`src/hw/rtl/fbfl_pkg.sv`:
```
package fbfl_pkg;

    localparam int MAX_BLOCKS    = 256;
    localparam int BLK_IDX_W     = $clog2(MAX_BLOCKS);
    localparam int LINK_W        = BLK_IDX_W + 1;
    localparam int WORD_BYTES    = 8;
    localparam int WORD_SHIFT    = $clog2(WORD_BYTES);
    localparam int NUM_BLOCKS_W  = 9;
    localparam int BLOCK_BYTES_W = 13;
    localparam int WORDS_W       = BLOCK_BYTES_W + 1 - WORD_SHIFT;
    localparam int PROD_W        = BLK_IDX_W + WORDS_W;
    localparam int OFFSET_W      = 17;
    localparam int CNT_W         = 9;
    localparam int CFG_DATA_W    = 13;
    localparam int CFG_INDEX_W   = 1;

    localparam logic [CNT_W-1:0]        CNT_MAX         = '1;
    localparam logic [NUM_BLOCKS_W-1:0] NUM_BLOCKS_MAX  = NUM_BLOCKS_W'(MAX_BLOCKS);
    localparam logic [NUM_BLOCKS_W-1:0] NUM_BLOCKS_RST  = NUM_BLOCKS_W'(256);
    localparam logic [BLOCK_BYTES_W-1:0] BLOCK_BYTES_RST = BLOCK_BYTES_W'(8);

    localparam logic [CFG_INDEX_W-1:0] REG_NUM_BLOCKS  = 1'd0;
    localparam logic [CFG_INDEX_W-1:0] REG_BLOCK_BYTES = 1'd1;

    typedef enum logic [1:0] {
        CMD_INIT  = 2'd0,
        CMD_ALLOC = 2'd1,
        CMD_FREE  = 2'd2
    } cmd_t;

    typedef struct packed {
        logic [1:0]           cmd;
        logic [BLK_IDX_W-1:0] block_index;
    } in_word_t;

    typedef struct packed {
        logic                 ok;
        logic [BLK_IDX_W-1:0] alloc_index;
        logic [OFFSET_W-1:0]  word_offset;
        logic [CNT_W-1:0]     free_count;
    } out_word_t;

    // commands from the controller to the datapath
    typedef struct packed {
        logic free_push;
        logic alloc_read;
        logic alloc_pop;
        logic set_fail;
        logic init_start;
        logic init_empty;
        logic init_step;
        logic load_out;
    } dp_ctl_t;

    typedef struct packed {
        logic head_empty;
        logic n_zero;
        logic init_last;
        logic out_free;
    } dp_sts_t;

endpackage

```
`src/hw/rtl/fixed_block_free_list_allocator_unit.sv`:
```
// Fixed-size block allocator: a free list of up to 256 equal blocks, linked
// through a single-port-write, registered-read link memory with a head
// register and a running free counter. Commands: init (0) relinks blocks
// 0 to num_blocks-1 in order, alloc (1) pops the head, free (2) pushes
// block_index. One result word per command, carrying the allocated index,
// its word offset (1 + index * block words of 8 bytes) and the free count.
// One command is processed at a time; the next is taken once the result
// has entered the output register. Alloc reads the link memory, then updates
// the head; init writes one link per block in order. The list is empty after
// reset until the first init or free; write num_blocks and block_bytes only
// while idle.
module fixed_block_free_list_allocator_unit (
    input  logic                             clk,
    input  logic                             rst_n,
    input  logic                             cfg_write,
    input  logic [fbfl_pkg::CFG_INDEX_W-1:0] cfg_index,
    input  logic [fbfl_pkg::CFG_DATA_W-1:0]  cfg_data,
    input  logic                             in_valid,
    output logic                             in_stall,
    input  fbfl_pkg::in_word_t               in_data,
    output logic                             out_valid,
    input  logic                             out_stall,
    output fbfl_pkg::out_word_t              out_data
);

    fbfl_pkg::dp_ctl_t ctl;
    fbfl_pkg::dp_sts_t sts;

    fbfl_ctrl u_ctrl (
        .clk      (clk),
        .rst_n    (rst_n),
        .in_valid (in_valid),
        .in_cmd   (in_data.cmd),
        .in_stall (in_stall),
        .sts      (sts),
        .ctl      (ctl)
    );

    fbfl_dp u_dp (
        .clk       (clk),
        .rst_n     (rst_n),
        .cfg_write (cfg_write),
        .cfg_index (cfg_index),
        .cfg_data  (cfg_data),
        .in_index  (in_data.block_index),
        .ctl       (ctl),
        .sts       (sts),
        .out_valid (out_valid),
        .out_stall (out_stall),
        .out_data  (out_data)
    );

endmodule

```
`src/hw/rtl/fbfl_ctrl.sv`:
```
module fbfl_ctrl (
    input  logic              clk,
    input  logic              rst_n,
    input  logic              in_valid,
    input  logic [1:0]        in_cmd,
    output logic              in_stall,
    input  fbfl_pkg::dp_sts_t sts,
    output fbfl_pkg::dp_ctl_t ctl
);

    typedef enum logic [3:0] {
        ST_IDLE   = 4'b0001,
        ST_INIT   = 4'b0010,
        ST_ALLOC  = 4'b0100,
        ST_RESULT = 4'b1000
    } state_t;

    state_t state_reg;
    state_t state_next;

    assign in_stall = (state_reg != ST_IDLE);

    always_comb
    begin
        state_next = state_reg;
        ctl        = '0;
        case (state_reg)
            ST_IDLE:
            begin
                if (in_valid)
                begin
                    state_next = ST_RESULT;
                    case (in_cmd)
                        fbfl_pkg::CMD_INIT:
                        begin
                            if (sts.n_zero)
                            begin
                                ctl.init_empty = 1'b1;
                            end
                            else
                            begin
                                ctl.init_start = 1'b1;
                                state_next     = ST_INIT;
                            end
                        end
                        fbfl_pkg::CMD_ALLOC:
                        begin
                            if (sts.head_empty)
                            begin
                                ctl.set_fail = 1'b1;
                            end
                            else
                            begin
                                ctl.alloc_read = 1'b1;
                                state_next     = ST_ALLOC;
                            end
                        end
                        fbfl_pkg::CMD_FREE:
                        begin
                            ctl.free_push = 1'b1;
                        end
                        default:
                        begin
                            ctl.set_fail = 1'b1;
                        end
                    endcase
                end
            end
            ST_INIT:
            begin
                ctl.init_step = 1'b1;
                if (sts.init_last)
                begin
                    state_next = ST_RESULT;
                end
            end
            ST_ALLOC:
            begin
                ctl.alloc_pop = 1'b1;
                state_next    = ST_RESULT;
            end
            ST_RESULT:
            begin
                // hold the result until the output register can take it
                if (sts.out_free)
                begin
                    ctl.load_out = 1'b1;
                    state_next   = ST_IDLE;
                end
            end
            default:
            begin
                state_next = ST_IDLE;
            end
        endcase
    end

    always_ff @(posedge clk or negedge rst_n)
    begin
        if (!rst_n)
        begin
            state_reg <= ST_IDLE;
        end
        else
        begin
            state_reg <= state_next;
        end
    end

    a_accept_leaves_idle: assert property (@(posedge clk) disable iff (!rst_n)
        (state_reg == ST_IDLE && in_valid) |=> (state_reg != ST_IDLE))
        else $error("accepted word did not start processing");

    a_alloc_then_result: assert property (@(posedge clk) disable iff (!rst_n)
        (state_reg == ST_ALLOC) |=> (state_reg == ST_RESULT))
        else $error("pop did not move on to the result");

    a_load_only_when_free: assert property (@(posedge clk) disable iff (!rst_n)
        ctl.load_out |-> sts.out_free)
        else $error("result loaded while the output register is occupied");

endmodule

```
`src/hw/rtl/fbfl_dp.sv`:
```
module fbfl_dp (
    input  logic                                   clk,
    input  logic                                   rst_n,
    input  logic                                   cfg_write,
    input  logic [fbfl_pkg::CFG_INDEX_W-1:0]       cfg_index,
    input  logic [fbfl_pkg::CFG_DATA_W-1:0]        cfg_data,
    input  logic [fbfl_pkg::BLK_IDX_W-1:0]         in_index,
    input  fbfl_pkg::dp_ctl_t                      ctl,
    output fbfl_pkg::dp_sts_t                      sts,
    output logic                                   out_valid,
    input  logic                                   out_stall,
    output fbfl_pkg::out_word_t                    out_data
);

    logic [fbfl_pkg::NUM_BLOCKS_W-1:0]  num_blocks_reg;
    logic [fbfl_pkg::BLOCK_BYTES_W-1:0] block_bytes_reg;
    logic [fbfl_pkg::LINK_W-1:0]        head_reg;
    logic [fbfl_pkg::LINK_W-1:0]        head_next;
    logic [fbfl_pkg::CNT_W-1:0]         cnt_reg;
    logic [fbfl_pkg::CNT_W-1:0]         cnt_next;
    logic [fbfl_pkg::BLK_IDX_W-1:0]     walk_reg;
    logic [fbfl_pkg::NUM_BLOCKS_W-1:0]  n_reg;
    logic [fbfl_pkg::BLK_IDX_W-1:0]     blk_reg;
    logic                               res_ok_reg;
    logic [fbfl_pkg::BLK_IDX_W-1:0]     res_idx_reg;
    logic [fbfl_pkg::OFFSET_W-1:0]      res_off_reg;
    logic                               out_valid_reg;
    fbfl_pkg::out_word_t                out_data_reg;

    logic [fbfl_pkg::LINK_W-1:0]        link_mem [fbfl_pkg::MAX_BLOCKS];
    logic [fbfl_pkg::LINK_W-1:0]        rd_data_reg;
    logic                               mem_we;
    logic [fbfl_pkg::BLK_IDX_W-1:0]     mem_waddr;
    logic [fbfl_pkg::LINK_W-1:0]        mem_wdata;
    logic [fbfl_pkg::BLK_IDX_W-1:0]     head_blk;

    logic [fbfl_pkg::NUM_BLOCKS_W-1:0]  n_sat;
    logic [fbfl_pkg::NUM_BLOCKS_W-1:0]  walk_plus1;
    logic                               walk_last;
    logic [fbfl_pkg::BLOCK_BYTES_W:0]   bytes_up;
    logic [fbfl_pkg::WORDS_W-1:0]       block_words;
    logic [fbfl_pkg::PROD_W-1:0]        prod;

    assign n_sat = (num_blocks_reg > fbfl_pkg::NUM_BLOCKS_MAX) ?
                   fbfl_pkg::NUM_BLOCKS_MAX : num_blocks_reg;
    assign walk_plus1 = fbfl_pkg::NUM_BLOCKS_W'(walk_reg) + 1'b1;
    assign walk_last  = (walk_plus1 == n_reg);
    assign head_blk   = fbfl_pkg::BLK_IDX_W'(head_reg - 1'b1);

    // round the block size up to whole words
    assign bytes_up    = {1'b0, block_bytes_reg} +
                         (fbfl_pkg::BLOCK_BYTES_W + 1)'(fbfl_pkg::WORD_BYTES - 1);
    assign block_words = bytes_up[fbfl_pkg::BLOCK_BYTES_W:fbfl_pkg::WORD_SHIFT];
    assign prod        = fbfl_pkg::PROD_W'(blk_reg) * fbfl_pkg::PROD_W'(block_words);

    assign sts.head_empty = (head_reg == '0);
    assign sts.n_zero     = (num_blocks_reg == '0);
    assign sts.init_last  = walk_last;
    assign sts.out_free   = !out_valid_reg || !out_stall;

    assign out_valid = out_valid_reg;
    assign out_data  = out_data_reg;

    always_comb
    begin
        mem_we    = 1'b0;
        mem_waddr = walk_reg;
        mem_wdata = '0;
        if (ctl.free_push)
        begin
            mem_we    = 1'b1;
            mem_waddr = in_index;
            mem_wdata = head_reg;
        end
        else if (ctl.init_step)
        begin
            mem_we    = 1'b1;
            mem_waddr = walk_reg;
            // tail of the list links to nothing
            mem_wdata = walk_last ? '0 : fbfl_pkg::LINK_W'(walk_plus1) + 1'b1;
        end
    end

    always_ff @(posedge clk)
    begin
        if (mem_we)
        begin
            link_mem[mem_waddr] <= mem_wdata;
        end
        if (ctl.alloc_read)
        begin
            rd_data_reg <= link_mem[head_blk];
        end
    end

    always_comb
    begin
        head_next = head_reg;
        cnt_next  = cnt_reg;
        if (ctl.free_push)
        begin
            head_next = fbfl_pkg::LINK_W'(in_index) + 1'b1;
            cnt_next  = (cnt_reg == fbfl_pkg::CNT_MAX) ? cnt_reg : cnt_reg + 1'b1;
        end
        else if (ctl.alloc_pop)
        begin
            head_next = rd_data_reg;
            cnt_next  = (cnt_reg == '0) ? cnt_reg : cnt_reg - 1'b1;
        end
        else if (ctl.init_empty)
        begin
            head_next = '0;
            cnt_next  = '0;
        end
        else if (ctl.init_step && walk_last)
        begin
            head_next = fbfl_pkg::LINK_W'(1);
            cnt_next  = fbfl_pkg::CNT_W'(n_reg);
        end
    end

    always_ff @(posedge clk or negedge rst_n)
    begin
        if (!rst_n)
        begin
            num_blocks_reg  <= fbfl_pkg::NUM_BLOCKS_RST;
            block_bytes_reg <= fbfl_pkg::BLOCK_BYTES_RST;
            head_reg        <= '0;
            cnt_reg         <= '0;
            out_valid_reg   <= 1'b0;
        end
        else
        begin
            if (cfg_write)
            begin
                case (cfg_index)
                    fbfl_pkg::REG_NUM_BLOCKS:
                    begin
                        num_blocks_reg <= cfg_data[fbfl_pkg::NUM_BLOCKS_W-1:0];
                    end
                    fbfl_pkg::REG_BLOCK_BYTES:
                    begin
                        block_bytes_reg <= cfg_data[fbfl_pkg::BLOCK_BYTES_W-1:0];
                    end
                    default:
                    begin
                    end
                endcase
            end
            head_reg <= head_next;
            cnt_reg  <= cnt_next;
            if (ctl.load_out)
            begin
                out_valid_reg <= 1'b1;
            end
            else if (!out_stall)
            begin
                out_valid_reg <= 1'b0;
            end
        end
    end

    always_ff @(posedge clk)
    begin
        if (ctl.init_start)
        begin
            walk_reg <= '0;
            n_reg    <= n_sat;
        end
        else if (ctl.init_step)
        begin
            walk_reg <= walk_reg + 1'b1;
        end
        if (ctl.alloc_read)
        begin
            blk_reg <= head_blk;
        end
        if (ctl.alloc_pop)
        begin
            res_ok_reg  <= 1'b1;
            res_idx_reg <= blk_reg;
            res_off_reg <= prod[fbfl_pkg::OFFSET_W-1:0] + 1'b1;
        end
        else if (ctl.free_push || ctl.init_empty || ctl.init_step)
        begin
            res_ok_reg  <= 1'b1;
            res_idx_reg <= '0;
            res_off_reg <= '0;
        end
        else if (ctl.set_fail)
        begin
            res_ok_reg  <= 1'b0;
            res_idx_reg <= '0;
            res_off_reg <= '0;
        end
        if (ctl.load_out)
        begin
            out_data_reg.ok          <= res_ok_reg;
            out_data_reg.alloc_index <= res_idx_reg;
            out_data_reg.word_offset <= res_off_reg;
            out_data_reg.free_count  <= cnt_reg;
        end
    end

    a_pop_needs_entry: assert property (@(posedge clk) disable iff (!rst_n)
        ctl.alloc_read |-> (head_reg != '0))
        else $error("link read issued on an empty list");

    a_push_sets_head: assert property (@(posedge clk) disable iff (!rst_n)
        ctl.free_push |=> (head_reg != '0))
        else $error("list empty after a push");

    a_init_head: assert property (@(posedge clk) disable iff (!rst_n)
        (ctl.init_step && walk_last) |=> (head_reg == fbfl_pkg::LINK_W'(1)))
        else $error("list head not at block zero after the init walk");

    a_load_valid: assert property (@(posedge clk) disable iff (!rst_n)
        ctl.load_out |=> out_valid_reg)
        else $error("loaded result not presented");

endmodule
```
`config.mk`:
```
export PLATFORM = sky130hd
export DESIGN_NAME = fixed_block_free_list_allocator_unit
export DESIGN_NICKNAME = d
export VERILOG_FILES = /design/src/hw/rtl/fbfl_pkg.sv /design/src/hw/rtl/fixed_block_free_list_allocator_unit.sv /design/src/hw/rtl/fbfl_ctrl.sv /design/src/hw/rtl/fbfl_dp.sv
export SDC_FILE = /design/constraint.sdc
export NUM_CORES = 2
export LEC_CHECK = 0
export ABC_AREA = 1
export BUFFER_PORTS_ARGS = -buffer_cell sky130_fd_sc_hd__buf_4
export CAP_MARGIN = 20
export CORE_UTILIZATION = 48
export DETAILED_ROUTE_END_ITERATION = 10
export PLACE_DENSITY_LB_ADDON = 0.08
export SETUP_SLACK_MARGIN = 0.2
export SYNTH_ARGS = -nofsm -noshare
export SYNTH_HDL_FRONTEND = slang
export SYNTH_HIERARCHICAL = 1
export SYNTH_SLANG_ARGS = --single-unit
```
`constraint.sdc`:
```
create_clock -name clk -period 16.3 [get_ports clk]
set_input_delay 2.445 -clock clk [delete_from_list [all_inputs] [get_ports clk]]
set_output_delay 2.445 -clock clk [all_outputs]
set_load 0.02 [all_outputs]
```
**After elaboration in Yosys (flattened, before gate mapping)**

Memory sizes are Yosys's and may differ from the RTL's. A register that Yosys moved wholly into a read port is not among the register bits.
Index checks and enable logic that the tools add are counted.

- Multipliers: 1
- $lt $le $gt $ge: 1
- Eq/ne operators: 15
- Bitwise gates (word level): 1
- Add/sub/neg operators: 9
- Reductions and logical operators: 18
- Muxes and demuxes: 49

Operators with widths:

| kind | count |
|---|---|
| $mux W9 | 13 |
| $mux W17 | 3 |
| $mux W8 | 4 |
| $logic_not A9 Y1 | 3 |
| $mux W4 | 5 |
| $add A8 B1 Y9 const B | 2 |
| $add A9 B1 Y9 const B | 2 |
| $add A17 B1 Y17 const B | 1 |
| $mul A8 B11 Y17 | 1 |
| $mux W1 | 16 |
| $pmux W4 S4 | 1 |
| $add A13 B3 Y14 const B | 1 |
| $eq A9 B9 Y1 | 1 |
| $eq A9 B9 Y1 const B | 1 |
| $gt A9 B9 Y1 const B | 1 |
| $sub A9 B1 Y9 const B | 1 |
| $add A8 B1 Y8 const B | 1 |
| $pmux W4 S2 | 1 |
| $sub A8 B1 Y8 const B | 1 |
| $mux W2 | 3 |
| $mux W3 | 2 |
| $ne A2 B2 Y1 const B | 3 |
| $reduce_and A3 Y1 | 2 |
| $eq A4 B1 Y1 const B | 1 |
| other kinds (18) | 24 |

- Output and inout bits: 37
- Memories: 1
- Word-level logic and storage cells: 111
- Bits in registers: 131
- RAM bits: 2304

Memory list:

| name | words | width | rd ports | clocked after memory_dff | write ports | RTL line | RTL |
|---|---|---|---|---|---|---|---|
| u_dp.link_mem | 256 | 9 | 1 | 1 | 1 | fbfl_dp.sv:30 | `logic [fbfl_pkg::LINK_W-1:0] link_mem [fbfl_pkg::MAX_BLOCKS];` |

**Logic depth before layout (Yosys ltp)**

- Depth in word-level cells: 9
- Depth in mapped cells: 29

**Modules after synthesis**

The synthesis kept the hierarchy.

Modules (own cells, without submodules):

| module | sequential area each (um2) | instances | cells an instance | area each (um2) |
|---|---|---|---|---|
| fbfl_dp | 72977.5 | 1 | 8802 | 102174.2 |
| fbfl_ctrl | 101.3 | 1 | 50 | 352.8 |

**Worst setup path after synthesis**

No wires, ideal clock.

- Kind: input -> register
- Start point: input in_data[9] (netlist bit)
- End point: memory u_dp/link_mem[0][2] (netlist bit), data pin
- Arrival time: 13.108 ns
- Cell stages on the path: 5
- Setup slack: 1.003 ns
- Cells stage by stage: inv_1 > nor3_2 > inv_2 > clkbuf_1 > o21ai_0

RTL lines:

| element | RTL line | RTL |
|---|---|---|
| start, declared | fixed_block_free_list_allocator_unit.sv:20 | `input fbfl_pkg::in_word_t in_data,` |
| end, declared | fbfl_dp.sv:30 |  |

**Worst setup path after layout**

- Start point: register u_dp/head_reg[0] (netlist bit)
- End point: register u_dp/rd_data_reg[5] (netlist bit), read port of u_dp.link_mem, data pin

- Longest elaborated chain between the ends: 5
- Elaborated cells on any way between the ends: 6
- Classes of those cells: 1 x add/sub; 4 x mux; 1 x reduce/logical

RTL lines:

| element | RTL line | RTL |
|---|---|---|
| start, declared | fbfl_dp.sv:17 | `logic [fbfl_pkg::LINK_W-1:0] head_reg;` |
| start signal, assigned | fbfl_dp.sv:150 | `head_reg <= head_next;` |
| $logic_not A9 Y1 | fbfl_dp.sv:56 | `assign sts.head_empty = (head_reg == '0);` |
| $mux W1 | fbfl_ctrl.sv:48 | `if (sts.head_empty)` |
| $mux W1 | fbfl_ctrl.sv:33 | `case (in_cmd)` |
| $mux W2 | fbfl_ctrl.sv:30 | `if (in_valid)` |
| $mux W2 | fbfl_ctrl.sv:27 | `case (state_reg)` |
| end, declared | fbfl_dp.sv:31 | `logic [fbfl_pkg::LINK_W-1:0] rd_data_reg;` |

Several ways; a longest one is shown, not always the timed one.
A chain may end at the register's enable or synchronous reset.

==> impl_metrics.env <==
export IMPL_r2r_end="u_dp/rd_data_reg[5]"
export IMPL_hold_ws_ps=417
export IMPL_peakVddDrop_v=0.000219
export IMPL_path_class="reg2reg"
export IMPL_die_x_um=464
export IMPL_clock_sinks=2444
export IMPL_grt_overflow_total=0
export IMPL_slew_violations=0
export IMPL_violations="design-rule violations"
export IMPL_gp_congestion=0.859
export IMPL_hold_start="u_dp/res_idx_reg[0]"
export IMPL_ys_top_cells_by_area="edfxtp_1, nand3_1, nand2_1"
export IMPL_fin_setup_tns_ps=0
export IMPL_nets=8876
export IMPL_r2r_start="u_dp/head_reg[0]"
export IMPL_fmax_mhz=149
export IMPL_netlist_instances=8852
export IMPL_hpwl_um=161000
export IMPL_first_global_vias=64800
export IMPL_p_leak_uw=0.0404
export IMPL_track_usage_pct=26.8
export IMPL_worst_hold_path_endpoint="u_dp/out_data[26]"
export IMPL_ant_nets=0
export IMPL_worst_hold_path_type="reg2reg"
export IMPL_firstDrtPassIters=9
export IMPL_cts_root_buf="clkbuf_16"
export IMPL_crit_fanout=156
export IMPL_cts_tree="done"
export IMPL_syn_nets=8977
export IMPL_fin_crit_sh_pct=41.1
export IMPL_drive_gt1_share_pct=6.85
export IMPL_crit_path_end_kind="register"
export IMPL_synthArstFlopShare_pct=1.84
export IMPL_place_area_sq_um=105000
export IMPL_synth_area_sq_um=103000
export IMPL_yosys_most_used_dff="edfxtp_1"
export IMPL_synth_cell_types=55
export IMPL_route_detailed_drc=48
export IMPL_postRouteWirelength_um=291000
export IMPL_cts_buffer_depth=4
export IMPL_final_cell_area_sq_um=113000
export IMPL_hold_buffers=0
export IMPL_slew_headroom_pct=8.73
export IMPL_nFillCells=18100
export IMPL_netlist_area_leader_share_pct=70.0
export IMPL_cts_made_buffers=279
export IMPL_post_cts_buffers=0
export IMPL_largest_reg_flops=2304
export IMPL_cp_start_kind="register"
export IMPL_synth_edf_count=2390
export IMPL_yosys_top_cells_count="nand2_1, edfxtp_1, nand3_1, nor2_1, buf_2"
export IMPL_cellPowerDensity_nw_per_um2=186
export IMPL_rsz0062_at_grt="no"
export IMPL_critPathRequiredTime_ps=16960
export IMPL_ys_seq_area_share_pct=71.3
export IMPL_avgSynthCellArea_sq_um=11.6
export IMPL_grt_max_degree=231
export IMPL_grt_pass1_wl_um=430000
export IMPL_r2r_slack_ps=9600
export IMPL_synth_seq_cells=2444
export IMPL_drt_initial_drc_count=7318
export IMPL_vias=67700
export IMPL_num_rows=169
export IMPL_area_delta_synth_final_pct=10.7
export IMPL_cts_resized=0
export IMPL_start_util_pct=48.3
export IMPL_finalHoldViolCount=0
export IMPL_clk_pin_slew_ps=60
export IMPL_hold_depth=0
export IMPL_maxCapViolCount=0
export IMPL_htree_levels=5
export IMPL_io_pins=66
export IMPL_antenna_found_initial=8
export IMPL_synth_largest_area_cell="edfxtp_1"
export IMPL_cp_arrival_ps=7360
export IMPL_clock_skew_ps=66.1
export IMPL_die_h_um=464
export IMPL_portBuffers=65
export IMPL_dieArea_sq_um=215000
export IMPL_vias_per_cell=5.75
export IMPL_drt_wirelength_per_cell_um=24.7
export IMPL_r2r_cells=14
export IMPL_setup_violations_final=0
export IMPL_status="finished, violations left"
export IMPL_clock_latency_ps=940
export IMPL_yosys_warnings=6
export IMPL_tightest_slew_ps=1370
export IMPL_core_area_sq_um=212000
export IMPL_synth_most_common_cell="nand2_1"
export IMPL_post_route_min_period_ps=6700
-- layout make-up --
class	count	area [sq um]	area share, %
sequential	2444	73100	64.4
multi-input combinational	5646	26300	23.2
clock buffer	351	7440	6.56
tap	2821	3530	3.11
timing repair buffer	165	1400	1.24
clock inverter	108	890	0.784
inverter	215	823	0.726
antenna	6	15.0	0.0132
-- layout by cell type, fill, tap and decap left out, types with 32 or more instances in the layout --
master	n
o21ai_0	54
clkbuf_1	63
fa_1	53
nand2_1	2587
clkbuf_16	288
clkinv_1	57
ha_1	42
inv_1	194
dfrtp_1	41
a21oi_1	41
buf_4	150
clkinv_2	32
edfxtp_1	2390
nor2_1	401
nand3_1	2310
-- how the worst max path moves through the flow --
stage                           startpoint                     to  slack [ps]
after floorplan                 in_data[9]    u_dp/link_mem[0][2]        1000
after global routing      u_dp/head_reg[0]    u_dp/rd_data_reg[1]        9330
after global placement          in_data[9]  u_dp/link_mem[181][6]        9300
after detailed placement          in_valid  u_dp/link_mem[181][6]        9290
after CTS                 u_dp/head_reg[0]    u_dp/rd_data_reg[6]        9660
final                     u_dp/head_reg[0]    u_dp/rd_data_reg[5]        9600
-- stage by stage --
stage          setup WS (ps)  util, %  std cells  power, uW
4_1_cts                 9660     53.5      11700      21100
3_3_place_gp            9300     49.5      11300      15300
2_1_floorplan           1000        -       8852      12600
5_1_grt                 9330     53.5      11800      22100
3_5_place_dp            9290     49.6      11300      15300
6_report                9600     53.5      11800      21100
-- report_power, final --
group          switching (uW)  leakage, uW  total, uW  internal (uW)
Clock                    2400      0.00406       5840           3440
Sequential               94.0       0.0220       7230           7130
Combinational            5960       0.0143       7980           2030
Total                    8450       0.0404      21100          12600
-- cell families after synthesis --
group / Yosys count / share of synthesized area [%]
DFF: 2444 / 71.3
and+or+nand+nor: 5390 / 22.8
AOI/OAI and AO/OA: 139 / 0.769
muxes: 2 / 0.0220
xor gates and xnor gates: 19 / 0.203
buffers and inverters: 762 / 3.34
adders and majority gates: 96 / 1.56
-- routing by layer --
metal / up-vias / part of all wire [%] / global-route usage [%]
met1: 33500 / 43 / 38.1
met5: - / 0.0045 / 0
met4: 2 / 3.1 / 8.67
met2: 2691 / 46 / 42.1
met3: 512 / 7.6 / 4.30
li1: 30900 / - / -
-- worst max-delay path: stages (launching register included) --
cell,delay (ps)
dfrtp_4,920
inv_8,520
ha_4,760
buf_4,840
buf_4,740
buf_4,960
nand3_1,200
nand3_1,170
nand3_1,130
nand3_1,230
nand3_1,170
nand3_1,200
nand2_1,120
nand2_1,140
nand2_1,70
(Power assumes the default switching activity.)
